### src/sv/fdtd_mur_ram.sv
// Generic single-write, single-read RAM with registered read data.
module fdtd_mur_ram #(
    parameter int WIDTH = 16,
    parameter int DEPTH = 256
) (
    input  logic                     clk,
    input  logic                     we,
    input  logic [$clog2(DEPTH)-1:0] waddr,
    input  logic [WIDTH-1:0]         wdata,
    input  logic [$clog2(DEPTH)-1:0] raddr,
    output logic [WIDTH-1:0]         rdata
);

    logic [WIDTH-1:0] mem [DEPTH];

    always_ff @(posedge clk)
    begin
        if (we)
        begin
            mem[waddr] <= wdata;
        end
        rdata <= mem[raddr];
    end

endmodule

### config.mk
export PLATFORM = sky130hd
export DESIGN_NAME = fdtd_mur_ram
export DESIGN_NICKNAME = d
export VERILOG_FILES = /design/src/sv/fdtd_mur_ram.sv
export SDC_FILE = /design/constraint.sdc
export NUM_CORES = 2
export LEC_CHECK = 0
export BUFFER_PORTS_ARGS = -buffer_cell sky130_fd_sc_hd__buf_2
export CAP_MARGIN = 30
export CORE_MARGIN = 5
export CORE_UTILIZATION = 60
export DETAILED_ROUTE_END_ITERATION = 8
export PLACE_DENSITY = 0.75
export SETUP_SLACK_MARGIN = 0.5
export SLEW_MARGIN = 30
export SYNTH_ARGS = -nofsm -noshare
export SYNTH_HDL_FRONTEND = slang
export SYNTH_SLANG_ARGS = --single-unit
### constraint.sdc
create_clock -name clk -period 2.62 [get_ports clk]
set_input_delay 0.262 -clock clk [delete_from_list [all_inputs] [get_ports clk]]
set_output_delay 0.262 -clock clk [all_outputs]
set_load 0.02 [all_outputs]
; Word level (Yosys, flattened, before mapping)
; Memory sizes are Yosys's and may differ from the RTL's. A register that Yosys moved wholly into a read port is not among the register bits.
; Cells that the tools add are included.
[op_classes]
mux = 2
[op_table]
columns = op, count
row1 = two-way mux 1 bit, 2
[totals]
out_inout_bits = 16
memories = 1
in_bits = 34
word_cells = 3
mem_bits_rw = 4096
reg_bits = 0
[memory_table]
columns = memory, depth, word_bits, read_ports, rd_ports_with_merged_regs, write_ports, line_no
row1 = mem, 256, 16, 1, 1, 1, 14  ; logic [WIDTH-1:0] mem [DEPTH];

; Longest topological paths before layout
[logic_depth]
depth_word = 2
mapped_depth = 12
ltp_nobuf = 6

; Least setup slack after synthesis
; Ideal clock, no wire load.
[synth_path]
path_kind = input-to-reg
start = input waddr[3]
end = memory mem[235][0] (enable)
t_required_ps = 2232
arrival_time_ps = 2039
n_path_buf = 3
setup_slack_ps = 193
path_stages = 6
path_cell_list = clkbuf_1 > nor2b_1 > clkbuf_1 > nand4_1 > clkbuf_1 > nor2_1
[synth_lines]
columns = element, line_no
row1 = from (decl), 8  ; input logic [$clog2(DEPTH)-1:0] waddr,
row2 = to (decl), 14
; Straight into the memory's write port.

==> summary.md <==
| Metric | Value |
|---|---|
| Crit path buf inv count | 3 |
| Core area | 0.263 mm² |
| FF-to-FF setup slack | 0.19 ns |
| Global route overflow | 0 |
| Sequential-to-total area share from yosys stat | 77.7% |
| Initial antenna violation count | 21 |
| GRT Resource Usage Total | 30.6% |
| Fin cells | 12200 |
| Layout cells sized above 1 | 31.7% |
| Pwr dens | 745 mW/mm² |
| CTS tree | yes |
| Max clock buf depth | 4 |
| YS warnings | 0 |
| Routed length per instance | 34.5 µm |
| Vias/cell | 6.83 |
| Critical path launch point type | register |
| Worst r2r dst | rdata[12] |
| Initial drt markers | 12500 |
| Leakage | 60.1 nW |
| Cell count after placement | 11500 |
| Rows | 188 |
| Top delay family on crit path | multiplexers |
| Initial core utilization | 60.4% |
| DIE HEIGHT | 524 µm |
| Post CTS Setup Buffer Count | 0 |
| Final Hold Fails | 0 |
| Clock period minus final worst setup slack | 2.43 ns |
| Flops & latches, synth | 4112 |
| Worst path slowest cell | mux4_2 |
| Worst Setup SP | mem[131][12] |
| IO Pins | 50 |
| Final wirelength | 421 mm |
| Port Buffers | 49 |
| Crit path capture type | register |
| Hold_sp | waddr[1] |
| CTS sink cnt | 4112 |
| Synthesized instance count | 7360 |
| Post-synth EDFFs | 4096 |
| Htree depth | 5 |
| Crit path depth | 9 |
| Hold Crit Class | in -> reg |
| Global-route wire length before repair | 602 mm |
| Fin util | 70.4% |
| Main flop type after synthesis | edfxtp_1 |
| Max-slew violations | 0 |
| Placer Congestion | 0.946 |
| Cell area after layout | 0.185 mm² |
| Period utilization | 92.9% |
| Num CTS Buffers | 402 |
| Via count | 83400 |
| Final hold slack | 0.226 ns |
| Die X | 524 µm |
| Peak Freq | 0.411 GHz |
| Crit path DAT | 3.20 ns |
| Outcome | complete, no violations |
| Syn Nets | 7394 |
| Pre-CTS setup slack | -0.816 ns |
| Async S/R FF share, synth | 0% |
| Crit Path Class | reg -> reg |
| Worst hold path depth | 4 |
| RSZ-0062 raised after global routing | true |
| Critical path destination | rdata[12] |
| Actual slew at the worst max-slew pin | 1.03 ns |
| Final setup viols | 0 |
| Final setup margin | 0.187 ns |
| Residual DRC | 0 |
| # nets final | 8391 |
| CP Max Fanout | 1 |
| Clock skew | 0.0640 ns |
| Area Overhead vs Synth | 16.6% |
| Worst Reg-to-Reg Cells | 9 |
| Maximum capacitance violations | 0 |
| Worst vdd ir | 893 µV |
| Mapped Area | 0.159 mm² |
| Die footprint | 0.275 mm² |
| Distinct cells, synth | 52 |
| RR Startpoint | mem[131][12] |
| Pin count of the biggest net entering global routing | 121 |
| Clk Latency, worst-skew pair | 0.92 ns |
| Reg clk slew, reported paths | 0.06 ns |
| Routed Antenna Nets | 0 |
| Worst path required time | 3.38 ns |
| Slowest stage delay, CP | 0.54 ns |
| Critical path, cell by cell | mux4_2, mux2_4, a221oi_2, buf_4, o31ai_2, buf_4, o32ai_4, buf_6, nor4_1 |
| Slew HR | 30.8% |
| Mean Syn Cell Area | 21.6 µm² |
| Area post-placement | 0.171 mm² |
| Most used cell, CP | buf_4 |
| Vias in the first global route | 83300 |
| DRT Pass-1 Iters | 6 |
| Placed wire-length estimate | 255 mm |
| Root Driver | clkbuf_16 |
cells by family after synthesis:
| group | share of synthesized area [%] |
|---|---|
| flip-flops | 77.7 |
| multiplexers | 15.5 |
| AO/OA/AOI/OAI | 3.54 |
| AND/OR/NAND/NOR | 1.57 |
| buffers and inverters | 1.69 |
worst min-delay path by stage:
stage	to
after CTS	mem[163][4]
final	mem[167][11]
after detailed placement	mem[19][8]
after floorplan	mem[0][0]
after global routing	mem[163][8]
after global placement	mem[18][8]
metrics by stage:
stage / TNS [ns] / power [mW]
floorplan: 0 / 77.7
global placement: -7.56 / 81.3
detailed placement: -8.19 / 81.5
CTS: 0 / 138
global route: 0 / 142
finish: 0 / 138
sequential cells by signal, summed over array words and instances (netlist names):
register / cells
mem: 4096
rdata: 16
cells in the mapped netlist (all sizes together), types with 18 or more instances:
cell type / instances / area, µm²
a211oi: 18 / 135
nor4: 18 / 119
clkbuf: 230 / 863
nand3: 35 / 175
o32ai: 21 / 191
nor2: 304 / 1140
a22o: 32 / 280
nand4: 26 / 163
mux2: 88 / 991
nand2: 38 / 143
a22oi: 43 / 323
buf: 222 / 1810
o22ai: 148 / 926
mux4: 797 / 17900
o21ai: 38 / 190
a21oi: 175 / 876
o221ai: 253 / 2220
a221oi: 28 / 245
nor3: 92 / 460
mux2i: 565 / 5660
edfxtp: 4096 / 123000
area by class of cell:
class	instances	area, µm²
Inverter	4	27.5
Tap cell	3515	4400
Clock buffer	488	10500
Sequential cell	4112	123000
Clock inverter	240	2530
Multi-Input combinational cell	2792	34400
Antenna cell	15	37.5
Timing Repair Buffer	1045	9880
Fill cell	14900	77700
worst reg2reg max path: stages, from the launching register on:
cell and delay (ns):
edfxtp_1 0.42, mux4_2 0.55, mux2_4 0.29, a221oi_2 0.26
buf_4 0.17, o31ai_2 0.09, buf_4 0.20, o32ai_4 0.12
buf_6 0.16, nor4_1 0.06
report_power, final:
group / total [mW] / switching, mW / internal [mW]
logic: 7.92 / 4.84 / 3.08
registers: 72.6 / 0.138 / 72.5
clock network: 57.4 / 24.3 / 33.1
total: 138 / 29.3 / 109
per-layer routing:
metal  global-route usage (%)  routed length, µm
met1                     42.5             148000
met3                     5.85              46800
met2                     48.1             202000
met4                     14.4              24100
met5                        0                 29
cell usage in the layout (no fill, tap or decap), types with 62 or more instances in the layout:
cell | Yosys | layout
nor2_2 | 0 | 103
buf_12 | 5 | 149
mux4_2 | 797 | 797
clkbuf_1 | 230 | 74
nor3_1 | 92 | 89
mux2_2 | 88 | 71
nor2_1 | 304 | 139
buf_4 | 26 | 816
clkbuf_16 | 0 | 405
a21oi_1 | 175 | 174
o221ai_1 | 252 | 250
clkinv_2 | 0 | 73
nor2_4 | 0 | 62
mux2i_1 | 565 | 565
o22ai_1 | 148 | 147
edfxtp_1 | 4096 | 4096
clkinv_1 | 0 | 81
timing repair:
item                                    in CTS  in global routing
pin swaps                                   31                 14
gates resized for setup                     94                 42
endpoints found under the hold margin     1045                  0
cloned                                       0                  0
endpoints found under the setup margin      16                 16
hold buffers                                16                  0
Note: power is estimated with default switching activity, not from simulation.
